File: src/rtl/tfpvl_pkg.sv
// ----------------------------------------------------------------------------
// tfpvl_pkg : shared types and constants
// labels, stack depth and the result kind code of the preorder tree builder
// ----------------------------------------------------------------------------
package tfpvl_pkg;

  localparam int LABEL_W       = 7;
  localparam int LABEL_SPACE   = 1 << LABEL_W;
  localparam int DEPTH_W       = 8;
  localparam int MAX_NODES_DEF = 128;

  typedef logic [LABEL_W-1:0] label_t;
  typedef logic [DEPTH_W-1:0] depth_t;

  // where the node hangs in the tree
  typedef enum logic [1:0] {
    KIND_ROOT  = 2'd0,
    KIND_LEFT  = 2'd1,
    KIND_RIGHT = 2'd2,
    KIND_EMPTY = 2'd3
  } kind_t;

endpackage

File: src/rtl/tree_from_preorder_visited_links.sv
// ----------------------------------------------------------------------------
// tree_from_preorder_visited_links : binary tree from preorder inorder ranks
// places each node of a preorder label stream as root, left or right child
// ----------------------------------------------------------------------------
//
//  channel  direction  handshake          payload
//  in_      input      in_valid/in_stall  in_label, in_last_of_tree
//  out_     output     out_valid/out_stall out_kind, out_parent, out_last
//
// one label per cycle sustained while out_stall is low; a result moves from the
// input register to the result register when the result register is free or drains
// rst_n is synchronous and clears the visited map, stack top and depth,
// previous label and tree flag; the link memory is not cleared
// out_stall holds the result register; the input register then holds and
// in_stall rises in the same cycle, so nothing is dropped
// an item with in_last_of_tree set clears the tree state once it is placed
//
module tree_from_preorder_visited_links #(
  parameter int MAX_NODES = tfpvl_pkg::MAX_NODES_DEF
) (
  input  logic                             clk,
  input  logic                             rst_n,
  input  logic                             in_valid,
  output logic                             in_stall,
  input  logic [tfpvl_pkg::LABEL_W-1:0]    in_label,
  input  logic                             in_last_of_tree,
  output logic                             out_valid,
  input  logic                             out_stall,
  output tfpvl_pkg::kind_t                 out_kind,
  output logic [tfpvl_pkg::LABEL_W-1:0]    out_parent,
  output logic                             out_last
);
  import tfpvl_pkg::*;

  // input register
  logic   s1_valid_r;
  label_t s1_label_r;
  logic   s1_last_r;

  // result register
  logic   out_valid_r;
  kind_t  out_kind_r;
  label_t out_parent_r;
  logic   out_last_r;

  // tree state
  logic [LABEL_SPACE-1:0] seen_r, seen_nxt;
  label_t top_r, top_nxt;
  label_t toplink_r, toplink_nxt;   // link of the current stack top
  label_t below_r;                  // link of toplink_r, read ahead
  depth_t depth_r, depth_nxt;
  label_t prev_r, prev_nxt;
  logic   in_tree_r, in_tree_nxt;

  // stack links, one per label
  label_t link_mem [LABEL_SPACE];

  logic   advance;
  logic   do_pop, do_push, seen_next, next_in_range;
  logic [LABEL_W:0] next_label;
  label_t top_popped;
  depth_t depth_popped;
  kind_t  kind_c;
  label_t parent_c;
  label_t rd_addr;

  // the input register moves on when the result register is free or drains
  assign advance  = s1_valid_r && (!out_valid_r || !out_stall);
  assign in_stall = s1_valid_r && !advance;

  // is label+1 already placed in this tree; the virtual label N never is
  always_comb begin
    next_label    = {1'b0, s1_label_r} + (LABEL_W+1)'(1);
    next_in_range = (32'(next_label) < MAX_NODES) && (s1_label_r != label_t'(LABEL_SPACE - 1));
    seen_next     = next_in_range && seen_r[next_label[LABEL_W-1:0]];
  end

  // placement: root, left child of previous, right child of pop, or empty-stack error
  always_comb begin
    kind_c   = KIND_ROOT;
    parent_c = '0;
    do_pop   = 1'b0;
    if (!in_tree_r) begin
      kind_c = KIND_ROOT;
    end else if (prev_r > s1_label_r) begin
      kind_c   = KIND_LEFT;
      parent_c = prev_r;
    end else if (depth_r == '0) begin
      kind_c = KIND_EMPTY;
    end else begin
      kind_c   = KIND_RIGHT;
      parent_c = top_r;
      do_pop   = 1'b1;
    end
  end

  // stack update: at most one pop then at most one push
  always_comb begin
    top_popped   = do_pop ? toplink_r : top_r;
    depth_popped = do_pop ? depth_r - depth_t'(1) : depth_r;
    do_push      = !seen_next;

    if (do_push) begin
      top_nxt     = s1_label_r;
      toplink_nxt = top_popped;
      depth_nxt   = (depth_popped == '1) ? depth_popped : depth_popped + depth_t'(1);
    end else begin
      top_nxt     = top_popped;
      toplink_nxt = do_pop ? below_r : toplink_r;
      depth_nxt   = depth_popped;
    end

    seen_nxt                 = seen_r;
    seen_nxt[s1_label_r]     = 1'b1;
    prev_nxt                 = s1_label_r;
    in_tree_nxt              = 1'b1;

    // end of tree: links stay, everything else back to reset values
    if (s1_last_r) begin
      seen_nxt    = '0;
      top_nxt     = '0;
      depth_nxt   = '0;
      prev_nxt    = '0;
      in_tree_nxt = 1'b0;
    end
  end

  // read ahead: keep below_r equal to the link of toplink_r
  assign rd_addr = advance ? toplink_nxt : toplink_r;

  always_ff @(posedge clk) begin
    if (advance && do_push) begin
      link_mem[s1_label_r] <= top_popped;
    end
    // a write to the address being read is forwarded
    if (advance && do_push && (s1_label_r == rd_addr)) begin
      below_r <= top_popped;
    end else begin
      below_r <= link_mem[rd_addr];
    end
  end

  // control state
  always_ff @(posedge clk) begin
    if (!rst_n) begin
      s1_valid_r  <= 1'b0;
      out_valid_r <= 1'b0;
      seen_r      <= '0;
      top_r       <= '0;
      depth_r     <= '0;
      prev_r      <= '0;
      in_tree_r   <= 1'b0;
    end else begin
      if (in_valid && !in_stall) begin
        s1_valid_r <= 1'b1;
      end else if (advance) begin
        s1_valid_r <= 1'b0;
      end
      if (advance) begin
        out_valid_r <= 1'b1;
        seen_r      <= seen_nxt;
        top_r       <= top_nxt;
        depth_r     <= depth_nxt;
        prev_r      <= prev_nxt;
        in_tree_r   <= in_tree_nxt;
      end else if (!out_stall) begin
        out_valid_r <= 1'b0;
      end
    end
  end

  // payload registers
  always_ff @(posedge clk) begin
    if (in_valid && !in_stall) begin
      s1_label_r <= in_label;
      s1_last_r  <= in_last_of_tree;
    end
    if (advance) begin
      out_kind_r   <= kind_c;
      out_parent_r <= parent_c;
      out_last_r   <= s1_last_r;
      toplink_r    <= toplink_nxt;
    end
  end

  assign out_valid  = out_valid_r;
  assign out_kind   = out_kind_r;
  assign out_parent = out_parent_r;
  assign out_last   = out_last_r;

endmodule

File: config.mk
export PLATFORM = sky130hd
export DESIGN_NAME = tree_from_preorder_visited_links
export DESIGN_NICKNAME = d
export VERILOG_FILES = /design/src/rtl/tfpvl_pkg.sv /design/src/rtl/tree_from_preorder_visited_links.sv
export SDC_FILE = /design/constraint.sdc
export NUM_CORES = 1
export LEC_CHECK = 0
export BUFFER_PORTS_ARGS = -buffer_cell sky130_fd_sc_hd__buf_4
export CORE_ASPECT_RATIO = 0.8
export CORE_MARGIN = 2
export CORE_UTILIZATION = 50
export DETAILED_ROUTE_END_ITERATION = 10
export PLACE_DENSITY = 0.65
export SETUP_SLACK_MARGIN = 0.5
export SLEW_MARGIN = 0
export SYNTH_ARGS = -nofsm -noshare
export SYNTH_HDL_FRONTEND = slang
export SYNTH_SLANG_ARGS = --single-unit
File: constraint.sdc
create_clock -name clk -period 5.42 [get_ports clk]
set_input_delay 0.542 -clock clk [delete_from_list [all_inputs] [get_ports clk]]
set_output_delay 0.542 -clock clk [all_outputs]
set_load 0.01 [all_outputs]
# Word-level counts from Yosys, hierarchy flattened
# Memories as Yosys holds them, arrays and structs flattened. A register that Yosys moved wholly into a read port is not among the register bits.
# Cells that the tools add are included.
# word_totals
word_cells	74
ff_bits	178
out_inout_bits	12
ramBits	896
n_memories	1
input_bits	12
# op_classes
eq_ne	3
n_lt_le_gt_ge	5
reduce_logical	16
n_bitwise	2
n_addsub	3
muxes	30
# memory_table
name	depth	width	read_ports	rd_ports_with_merged_regs	write_ports	line_no	text
link_mem	128	7	1	1	1	tree_from_preorder_visited_links.sv:56	label_t link_mem [LABEL_SPACE];
# ops
operator	n
$mux 128	1
$or 128x128->128	1
$mux 7	9
$mux 8	4
$lt 7x8->1 const B	2
$mux 1	14
$add 7x1->8 const B	1
$add 8x1->8 const B	1
$eq 8x8->1 const B	1
$logic_not 8->1	1
$lt 8x8->1 const B	1
$sub 8x1->8 const B	1
$bmux 1 s7	1
$demux 1 s7	1
$ge 7x1->1 const B	1
$gt 7x7->1	1
$logic_and 1x1->1	7
$ne 7x7->1 const B	1
$logic_not 1->1	5
$ne 2x1->1 const B	1
$reduce_bool 2->1	1
$reduce_or 2->1	1
$logic_or 1x1->1	1
$not 1->1	1

# Logic depth before layout (Yosys ltp)
# Gate-level depths: netlist (run 1).
# depth
depth_word	9
ltp_mapped	18
ltp_nobuf	16

# Worst setup path before layout (run 1)
# No wires, ideal clock.
# synth_path
path_kind	register to register
from	reg s1_label_r[5]
to	reg top_r[6]
path_stages_with_launch	15
required_ns	5.355
path_slack_ns	0.955
setup_ns	0.065
n_path_buf	2
arrival_ns	4.399
synth_period_minus_slack_ns	4.465
cell_sequence	edfxtp_1 > clkbuf_1 > clkinv_1 > ha_1 > nand2_1 > o211a_1 > a22oi_2 > inv_2 > nand2b_1 > clkbuf_1 > nand2_1 > nand2_1 > mux2_2 > a22oi_1 > nor2b_1
# synth_via
elab_chain_cells	6
elab_cells_between_ends	13
cone_classes	add/sub: 1; order compare: 2; eq/ne: 1; mux: 7; reduce/logical: 2
# synth_rtl
element	line_no	text
start: declaration	tree_from_preorder_visited_links.sv:37	label_t s1_label_r;
start signal: assignment	tree_from_preorder_visited_links.sv:175	s1_label_r <= in_label;
$gt 7x7->1	tree_from_preorder_visited_links.sv:85	end else if (prev_r > s1_label_r) begin
$mux 1	tree_from_preorder_visited_links.sv:85	
$mux 1	tree_from_preorder_visited_links.sv:83	if (!in_tree_r) begin
$mux 7	tree_from_preorder_visited_links.sv:99	top_popped = do_pop ? toplink_r : top_r;
named net top_popped[6]	tree_from_preorder_visited_links.sv:61	label_t top_popped;
$mux 7	tree_from_preorder_visited_links.sv:103	if (do_push) begin
$mux 7	tree_from_preorder_visited_links.sv:119	if (s1_last_r) begin
end signal: assignment	tree_from_preorder_visited_links.sv:162	top_r <= top_nxt;
end: declaration	tree_from_preorder_visited_links.sv:48	label_t top_r, top_nxt;
# The timed path passes the listed nets, and every way through them passes these cells. The select of a mux whose other input is x is not followed.
# A chain may end at the register's enable or synchronous reset.

# Worst setup path after layout (run 1)
# layout_path
from	reg s1_label_r[5]
to	reg depth_r[0]
# layout_via
elab_chain_cells	8
elab_cells_between_ends	16
cone_classes	add/sub: 2; order compare: 2; eq/ne: 2; mux: 8; reduce/logical: 2
# layout_rtl
element	line_no	text
$gt 7x7->1	tree_from_preorder_visited_links.sv:85	
$mux 1	tree_from_preorder_visited_links.sv:85	
$mux 1	tree_from_preorder_visited_links.sv:83	
$mux 8	tree_from_preorder_visited_links.sv:100	depth_popped = do_pop ? depth_r - depth_t'(1) : depth_r;
$add 8x1->8 or $eq 8x8->1 (tied branches)	tree_from_preorder_visited_links.sv:106	depth_nxt = (depth_popped == '1) ? depth_popped : depth_popped + depth_t'(1);
$mux 8	tree_from_preorder_visited_links.sv:106	
$mux 8 *	tree_from_preorder_visited_links.sv:103	
$mux 8 *	tree_from_preorder_visited_links.sv:119	
end signal: assignment	tree_from_preorder_visited_links.sv:163	depth_r <= depth_nxt;
end: declaration	tree_from_preorder_visited_links.sv:51	depth_t depth_r, depth_nxt;
# Mark *: on every way between the ends. The rest lies on a longest branch, timed or not. The select of a mux whose other input is x is not followed.

==> metrics.txt, run 1 <==
startpoint type of the worst setup path=flip-flop; H-tree levels=3; GR Overflow Total=0; area enclosed by the die boundary=87,730 um^2; reg2reg start=s1_label_r[5]; crit path max fanout=12; hold worst-path end=s1_label_r[4]; sequential element share of the synthesized area=71.97%; Post-synth EDFFs=921; reg-to-reg critical path endpoint=depth_r[0]; Bufs on Longest Clock Path=3; post-synthesis cell type count=63; count of filler cells inserted in the layout=6,158; DR iter-0 viols=2,799; depth of the critical timing path with buffers and inverters included=16; Clk Latency, worst-skew pair=0.69 ns; standard cell with the maximum stage delay on the critical path=edfxtp_1; chain of cells forming the critical path=clkinvlp_4 > ha_1 > nand2_1 > o211a_1 > a22oi_2 > inv_2 > nand2b_2 > nand2_1 > o21ai_0 > ha_1 > nand4b_1 > a22oi_1 > nand4_1 > nor2b_1 > a221o_1 > o21a_1; Max-Cap Viols=0; Syn Inst Count=2,332; Detailed Routing Iterations Pass 1=5; synthesized netlist net count=2,355; horizontal die dimension=330.7 um; Root Buffer=clkbuf_16; asr flop ratio synth=0%; Hold Crit Class=input pin to flip-flop; cell family contributing the most delay on the critical path=compound AO/OA/AOI/OAI gates; Warnings, synthesis=0; Leakage=16.18 nW; Antenna Violating Nets Remaining=0; summed negative setup slack over all endpoints=0 ns; cell area after synthesis=42,680 um^2; clock tree from TritonCTS=yes; number of buffers inserted during clock tree synthesis=102; final clock skew=0.03327 ns; first-pass GRT wire length=152.4 mm; worst relative slew slack=23.51%; # rows=95; slack of the worst reg-to-reg path=0.83 ns; category of the most critical setup path=flip-flop to flip-flop; most frequent standard cell in the layout excluding fill and tap cells=edfxtp_1; number of buffers added for setup after CTS=0; Max Clock Freq=217.9 MHz; final clock period utilization by the worst path=84.69%; die span in y=265.3 um; number of endpoints failing setup at the final stage=0; via total after detailed routing=22.36k; minimum clock period after layout=4.590 ns; run status=finished clean; crit path capture type=flip-flop; Finished Core Util=56.65%; number of hold-slack violations in the final timing report=0; Antenna Cells=0; share of final-layout standard cells stronger than drive strength 1=24.45%; layout net count=2,398; startpoint of the worst hold path=in_label[4]; count of input and output buffers=23; worst-case setup slack after placement=0.7349 ns; most common flop cell mapped by yosys=edfxtp_1; global router's overall resource usage=23.77%; Routed WL per cell=28.66 um; core area=84,270 um^2; number of flip-flops and latches in the synthesized netlist=1,074; count of unresolved DRC violations after routing=0; required time of the critical path=5.98 ns; number of global-route vias before repair=21.90k; Avg Cell Area, Syn=18.30 um^2; Syn-to-layout area delta=11.86%; endpoint arrival time on the critical path=5.15 ns; setup slack of the critical path after layout=0.8298 ns; power density over cell area=361.6 nW/um^2; actual slew at the worst max-slew pin=1.147 ns; gp weighted congestion=0.8425; post-DR vias/cell=6.264; largest net degree at the start of global routing=147; CP bufs+invs=2; worst hold slack after final layout=0.03535 ns; worst IR drop on VDD=0.3364 mV; post-DP HPWL=61.09 mm; # clock sinks=1,074; top-level port count=24; Worst Hold Path Cells=1; R2R depth=16; number of max-slew violations in the final report=0; peak per-stage delay on the critical path=0.64 ns; unrepaired setup endpoints after global routing=no; initial antenna violation count=1; total wirelength of the detailed-routed design=102.3 mm; commonest non-fill, non-tap cells in the layout=921 x edfxtp_1, 326 x mux4_2, 309 x nor2_1; clock-pin slew on the worst setup and hold paths=0.07 ns; starting density of the core=50.65%
-- metrics by stage --
| step | cells | total power [W] | area [um^2] |
|---|---|---|---|
| 2_1_floorplan | 2332 | 0.009840 | 42680 |
| 3_3_place_gp | 3385 | 0.01016 | 44300 |
| 3_5_place_dp | 3385 | 0.01018 | 44300 |
| 4_1_cts | 3569 | 0.01736 | 47740 |
| 5_1_grt | 3569 | 0.01775 | 47740 |
| 6_report | 3569 | 0.01727 | 47740 |
-- state kept, by name (all words and copies together) (netlist names) --
name        cells
out_parent      7
in_tree_r       1
out_kind        2
toplink_r       7
s1_valid_r      1
link_mem      896
s1_last_r       1
out_last        1
seen_r        128
top_r           7
depth_r         8
out_valid       1
s1_label_r      7
prev_r          7
-- Yosys cell counts, drive strengths merged (11+ instances only) --
library cell	instances	area share [%]
nand2b	14	0.21
clkbuf	92	0.81
ha	11	0.32
nand3	19	0.22
nor2	309	2.7
inv	11	0.097
buf	52	0.66
nor3	14	0.16
nor2b	17	0.25
mux2	11	0.30
a21oi	156	1.8
mux4	326	17
mux2i	13	0.30
edfxtp	921	65
o21ai	11	0.13
dfxtp	153	7.2
nand2	91	0.80
-- logic make-up (layout without fill, tap and decap cells) --
group	Yosys count	count (layout)	share of synthesized area (%)
flops	1074	1074	71.97
simple gates	505	505	5.024
mux	350	350	17.80
compound gates	224	224	3.066
buf+inv	158	280	1.589
fa+ha+maj	11	11	0.3224
xor+xnor	10	10	0.2228
-- cell type report --
type                    instances  area [um^2]  area share, %
clock inverters                53        645.6          1.352
multi-input cells            1100        11400          23.87
inverters                      14        56.30         0.1179
flip-flops and latches       1074        30720          64.34
well taps                    1115         1395          2.922
repair buffers                 83        750.7          1.572
clock buffers                 130         2780          5.823
-- what timing repair did --
item | 4_1_cts | 5_1_grt
hold endpoints to repair | 1 | 0
hold buffers | 1 | 0
resized for setup | 0 | 2
endpoints found under the setup margin | 0 | 1
-- power breakdown --
group,internal [W],switching (W)
sequential,0.00897,0.0000321
combinational,0.000394,0.000604
clock,0.00421,0.00306
-- how the worst max path moves through the flow --
| stage | from | endpoint | slack (ns) |
|---|---|---|---|
| after floorplan | s1_label_r[5] | top_r[6] | 0.96 |
| after global placement | s1_label_r[5] | depth_r[0] | 0.81 |
| after detailed placement | s1_label_r[5] | depth_r[0] | 0.73 |
| after CTS | s1_label_r[5] | depth_r[0] | 0.69 |
| after global routing | s1_label_r[6] | depth_r[0] | 0.52 |
| final | s1_label_r[5] | depth_r[0] | 0.83 |
-- worst reg2reg max path: stages, from the launching register on --
cell        delay, ns
edfxtp_1         0.64
clkinvlp_4       0.36
ha_1             0.38
nand2_1          0.07
o211a_1          0.23
a22oi_2          0.37
inv_2            0.18
nand2b_2         0.25
nand2_1          0.08
o21ai_0          0.12
ha_1             0.31
nand4b_1         0.13
a22oi_1          0.35
nand4_1          0.21
nor2b_1          0.25
a221o_1          0.36
o21a_1           0.18
-- layer usage --
| metal | share of wire (%) | track usage, % | wire length, um | vias to the layer above |
|---|---|---|---|---|
| met5 | 0 | 0 | 0 | - |
| met2 | 43 | 32.55 | 43700 | 1317 |
| li1 | - | - | - | 9389 |
| met4 | 1.9 | 4.843 | 1896 | 0 |
| met1 | 43 | 37.32 | 44210 | 11530 |
| met3 | 12 | 7.778 | 12480 | 124 |
Note: power is estimated with default switching activity, not from simulation.
==> run 2, diff against run 1 <==
--- a/config.mk
+++ b/config.mk
@@ -10,7 +10,7 @@
 export CORE_MARGIN = 2
 export CORE_UTILIZATION = 50
 export DETAILED_ROUTE_END_ITERATION = 10
-export PLACE_DENSITY = 0.65
+export PLACE_DENSITY = 0.68
 export SETUP_SLACK_MARGIN = 0.5
 export SLEW_MARGIN = 0
 export SYNTH_ARGS = -nofsm -noshare
==> constraint.sdc (replaced) <==
create_clock -name clk -period 4 [get_ports clk]
set_input_delay 0.4 -clock clk [delete_from_list [all_inputs] [get_ports clk]]
set_output_delay 0.4 -clock clk [all_outputs]
set_load 0.01 [all_outputs]
==> metrics.txt, run 2 (synthesis results as in run 1) <==
run status=finished clean; largest net degree at the start of global routing=122; cell area after layout=49,210 um^2; total wirelength of the detailed-routed design=99.23 mm; chain of cells forming the critical path=ha_4 > buf_12 > mux4_2 > mux2i_1 > mux2i_1 > a31o_2 > nand3_1 > a32oi_4 > nand2b_1 > buf_4 > buf_6 > nor2_1 > buf_4; Clk Latency, worst-skew pair=0.67 ns; category of the most critical setup path=flip-flop to flip-flop; top-level port count=24; R2R depth=13; worst hold slack after final layout=0.03707 ns; H-tree levels=3; Antenna Violating Nets Remaining=0; Syn-to-layout area delta=15.29%; count of filler cells inserted in the layout=6,052; clock-pin slew on the worst setup and hold paths=0.06 ns; die span in y=265.3 um; # rows=95; max reg flops=896; share of final-layout standard cells stronger than drive strength 1=30.14%; startpoint type of the worst setup path=flip-flop; required time of the critical path=4.36 ns; Max Clock Freq=283.8 MHz; Design Power=0.02297 W; worst IR drop on VDD=0.3797 mV; via total after detailed routing=22.83k; core area=84,270 um^2; GR Overflow Total=0; Bufs on Longest Clock Path=3; Leakage=16.99 nW; clock tree from TritonCTS=yes; initial antenna violation count=1; number of global-route vias before repair=22.98k; crit path capture type=flip-flop; area enclosed by the die boundary=87,730 um^2; registers with the most flip-flops=link_mem (896), seen_r (128), depth_r (8); number of endpoints failing setup at the final stage=0; placed cell area=45,520 um^2; number of hold-slack violations in the final timing report=0; post-DR vias/cell=6.129; peak per-stage delay on the critical path=0.51 ns; count of unresolved DRC violations after routing=0; unrepaired setup endpoints after global routing=yes; hold worst-path end=out_valid; Biggest register=link_mem; Hold Crit Class=input pin to flip-flop; Detailed Routing Iterations Pass 1=5; crit path max fanout=12; most frequent standard cell in the layout excluding fill and tap cells=edfxtp_1; first-pass GRT wire length=150.2 mm; DR iter-0 viols=2,843; endpoint arrival time on the critical path=3.88 ns; count of input and output buffers=23; starting density of the core=50.65%; reg2reg start=s1_label_r[1]; Root Buffer=clkbuf_16; layout net count=2,552; summed negative setup slack over all endpoints=0 ns; # clock sinks=1,074; final clock skew=0.02735 ns; Worst Hold Path Cells=3; global router's overall resource usage=23.14%; actual slew at the worst max-slew pin=1.179 ns; minimum clock period after layout=3.523 ns; final clock period utilization by the worst path=88.08%; reg-to-reg critical path endpoint=link_mem[117][5]; number of buffers inserted during clock tree synthesis=99; slack of the worst reg-to-reg path=0.48 ns; gp weighted congestion=0.8548; Max-Cap Viols=0; commonest non-fill, non-tap cells in the layout=921 x edfxtp_1, 326 x mux4_2, 276 x nor2_1; Routed WL per cell=26.65 um; power density over cell area=466.8 nW/um^2; worst relative slew slack=21.40%; number of max-slew violations in the final report=0; standard cell with the maximum stage delay on the critical path=mux4_2; horizontal die dimension=330.7 um; post-DP HPWL=61.73 mm; startpoint of the worst hold path=out_stall
[run 2: changes by cell type in the layout (fill, tap and decap cells not counted), sizes merged]
cell and change:
buf +149, bufinv -2, clkbuf -7, clkinv +11, diode +1, dlygate4sd3 +8
inv -5
[run 2: worst max-delay path by stage]
| stage | startpoint | end | depth (start not counted) |
|---|---|---|---|
| detailed placement | s1_label_r[1] | link_mem[8][3] | 11 |
| global placement | s1_label_r[1] | link_mem[40][2] | 11 |
| global route | s1_label_r[1] | link_mem[117][4] | 13 |
| floorplan | s1_label_r[1] | link_mem[31][0] | 13 |
| finish | s1_label_r[1] | link_mem[117][5] | 13 |
| CTS | s1_label_r[1] | link_mem[64][5] | 13 |
[run 2: through the flow]
step	setup WS [ns]	std cells	util, %
floorplan	0.4599	2332	-
global placement	0.2585	3525	54.01
detailed placement	0.1230	3525	54.01
CTS	0.4825	3721	58.19
global route	0.3615	3723	58.39
finish	0.4766	3724	58.39
[run 2: area by class of cell]
class	count	area, um^2	share of cell area (%)
Multi-Input combinational cell	1100	11650	23.68
Antenna cell	1	2.502	0.005085
Timing Repair Buffer	240	2178	4.427
Inverter	14	55.05	0.1119
Sequential cell	1074	30720	62.43
Clock inverter	57	576.8	1.172
Tap cell	1115	1395	2.835
Clock buffer	123	2629	5.342
[run 2: worst max-delay path, delay by kind of cell (launching register included)]
kind | cells | cell delay (ns)
buffers and inverters | 4 | 0.76
AO/OA/AOI/OAI | 2 | 0.35
multiplexers | 3 | 0.83
AND/OR/NAND/NOR | 3 | 0.44
flip-flops | 1 | 0.47
adder cells (fa/ha/maj) | 1 | 0.36
[run 2: routing by layer]
layer	share of wire [%]	GRT usage, %	wire length [um]
met1	42	34.91	42040
met2	46	34.06	45270
met3	9.8	5.936	9751
met4	2.2	5.552	2171
met5	0	0	0
[run 2: where the power goes]
| part | leakage, nW | internal [W] | switching, W |
|---|---|---|---|
| registers | 10.6 | 0.0121 | 0.0000392 |
| logic | 4.82 | 0.000595 | 0.000832 |
| clock network | 1.56 | 0.00532 | 0.00404 |
| total | 17.0 | 0.0181 | 0.00491 |
[run 2: timing repair]
item                                    in CTS  in global routing
hold endpoints to repair                     9                  0
cloned                                       0                  0
pin swaps                                    2                  4
resized for setup                           45                 37
endpoints found under the setup margin     857                762
setup buffers                                7                  2
hold buffers                                 9                  0
==> run 3, diff against run 2 <==
--- a/config.mk
+++ b/config.mk
@@ -6,11 +6,13 @@
 export NUM_CORES = 1
 export LEC_CHECK = 0
 export BUFFER_PORTS_ARGS = -buffer_cell sky130_fd_sc_hd__buf_4
-export CORE_ASPECT_RATIO = 0.8
+export CELL_PAD_IN_SITES_DETAIL_PLACEMENT = 1
+export CELL_PAD_IN_SITES_GLOBAL_PLACEMENT = 2
+export CORE_ASPECT_RATIO = 0.9
 export CORE_MARGIN = 2
-export CORE_UTILIZATION = 50
+export CORE_UTILIZATION = 44
 export DETAILED_ROUTE_END_ITERATION = 10
-export PLACE_DENSITY = 0.68
+export PLACE_DENSITY_LB_ADDON = 0.1
 export SETUP_SLACK_MARGIN = 0.5
 export SLEW_MARGIN = 0
 export SYNTH_ARGS = -nofsm -noshare
==> metrics.txt, run 3 (synthesis results as in run 1) <==
# rows=108; total wirelength of the detailed-routed design=112.4 mm; power density over cell area=472.1 nW/um^2; crit path capture type=flip-flop; summed negative setup slack over all endpoints=0 ns; gp weighted congestion=0.8086; most frequent standard cell in the layout excluding fill and tap cells=edfxtp_1; Antenna Violating Nets Remaining=0; clock tree from TritonCTS=yes; layout net count=2,607; max reg flops=896; die span in y=299.5 um; final clock period utilization by the worst path=87.47%; count of unresolved DRC violations after routing=0; placed cell area=45,930 um^2; chain of cells forming the critical path=ha_4 > clkbuf_16 > buf_4 > mux4_2 > nand2_1 > nand3_2 > a41oi_4 > a32oi_4 > nand2b_4 > clkbuf_16 > nor2_2 > buf_6; registers with the most flip-flops=link_mem (896), seen_r (128), depth_r (8); worst relative slew slack=19.46%; peak per-stage delay on the critical path=0.49 ns; initial antenna violation count=5; total area of multi-input combinational cells=11,950 um^2; Design Power=0.02393 W; actual slew at the worst max-slew pin=1.208 ns; Clk Latency, worst-skew pair=0.69 ns; Root Buffer=clkbuf_16; Detailed Routing Iterations Pass 1=5; GR Overflow Total=0; CP bufs+invs=4; standard cell with the maximum stage delay on the critical path=mux4_2; Max Clock Freq=285.8 MHz; count of input and output buffers=23; clock share of power=42.6%; number of buffers inserted during clock tree synthesis=109; number of max-slew violations in the final report=0; endpoint arrival time on the critical path=3.88 ns; post-DR vias/cell=5.763; Leakage=17.56 nW; share of total power in combinational logic=6.5%; top-level port count=24; Antenna Cells=0; number of global-route vias before repair=23.93k; power dissipated by switching net loads=0.005241 W; number of hold-slack violations in the final timing report=0; Bufs on Longest Clock Path=3; cell family contributing the most delay on the critical path=buffers and inverters; crit path max fanout=8; sequential share of power=50.9%; worst-case setup slack after placement=0.1923 ns; P_int=0.01869 W; largest net degree at the start of global routing=103; cell area after layout=50,700 um^2; first-pass GRT wire length=164.5 mm; number of endpoints failing setup at the final stage=0; Max-Cap Viols=0; DR iter-0 viols=1,882; sequential standard cell area=30,720 um^2; post-DP HPWL=69.49 mm; global router's overall resource usage=22.54%; final clock skew=0.03652 ns; via total after detailed routing=22.70k; commonest non-fill, non-tap cells in the layout=921 x edfxtp_1, 326 x mux4_2, 245 x nor2_1; worst IR drop on VDD=0.3394 mV; clock-pin slew on the worst setup and hold paths=0.06 ns; # clock sinks=1,074; setup slack of the critical path after layout=0.5014 ns; category of the most critical setup path=flip-flop to flip-flop; critical path's most frequent cell=clkbuf_16; required time of the critical path=4.38 ns; horizontal die dimension=332.3 um; Syn-to-layout area delta=18.78%; area enclosed by the die boundary=99,520 um^2; count of filler cells inserted in the layout=8,651; startpoint type of the worst setup path=flip-flop; H-tree levels=3; minimum clock period after layout=3.499 ns; starting density of the core=44.30%; Routed WL per cell=28.54 um; Biggest register=link_mem; core area=96,350 um^2; Hold Crit Class=input pin to flip-flop; unrepaired setup endpoints after global routing=yes; run status=finished clean; Sw Ratio=21.90%; share of final-layout standard cells stronger than drive strength 1=33.47%
run 3: final timing paths:
check,start,cells after the start,endpoint,slack [ns]
max,s1_label_r[0],12,link_mem[49][3],0.50
max reg2reg,s1_label_r[0],12,link_mem[49][3],0.50
min,rst_n,2,s1_valid_r,0.14
min reg2reg,seen_r[120],2,seen_r[120],0.46
run 3: final cells by class:
type | instances | share of cell area [%]
Sequential cell | 1074 | 60.59
Multi-Input combinational cell | 1101 | 23.57
Clock buffer | 130 | 5.595
Timing Repair Buffer | 284 | 5.548
Tap cell | 1265 | 3.122
Clock inverter | 71 | 1.451
Inverter | 14 | 0.1185
run 3: routing by layer:
metal  up-vias  wire length, um  GRT usage (%)
met3       164             6296          3.552
met5         -               10              0
met2       590            54040          36.38
li1       9819                -              -
met1     12120            49050          32.24
met4         2             3029          6.028
run 3: worst register-to-register path, stage by stage, from the launching register on:
cell and delay (ns):
edfxtp_1 0.48, ha_4 0.39, clkbuf_16 0.18, buf_4 0.11
mux4_2 0.49, nand2_1 0.10, nand3_2 0.13, a41oi_4 0.35
a32oi_4 0.14, nand2b_4 0.27, clkbuf_16 0.25, nor2_2 0.16
buf_6 0.17
run 3: per-stage QoR:
step                      instances  utilization (%)  hold WS, ns
after floorplan                2332                -       0.4315
after global placement         3698            47.67       0.4425
after detailed placement       3698            47.67       0.4523
after CTS                      3915            51.63       0.1020
after global routing           3939            52.62       0.1196
final                          3939            52.62       0.1362
run 3: timing repair:
action,CTS,global route
endpoints found under the hold margin,10,0
pin swaps,3,19
hold buffers,10,0
gates resized for setup,17,170
setup endpoints to repair,903,939
buffers inserted,5,18
gates cloned,1,6
run 3: power groups by stage:
stage	Combinational, W	Clock [W]	Sequential (W)
5_1_grt	0.00165	0.0108	0.0122
3_5_place_dp	0.00146	0	0.0124
3_3_place_gp	0.00144	0	0.0124
4_1_cts	0.00149	0.0104	0.0122
6_report	0.00154	0.0102	0.0122
2_1_floorplan	0.000912	0	0.0124
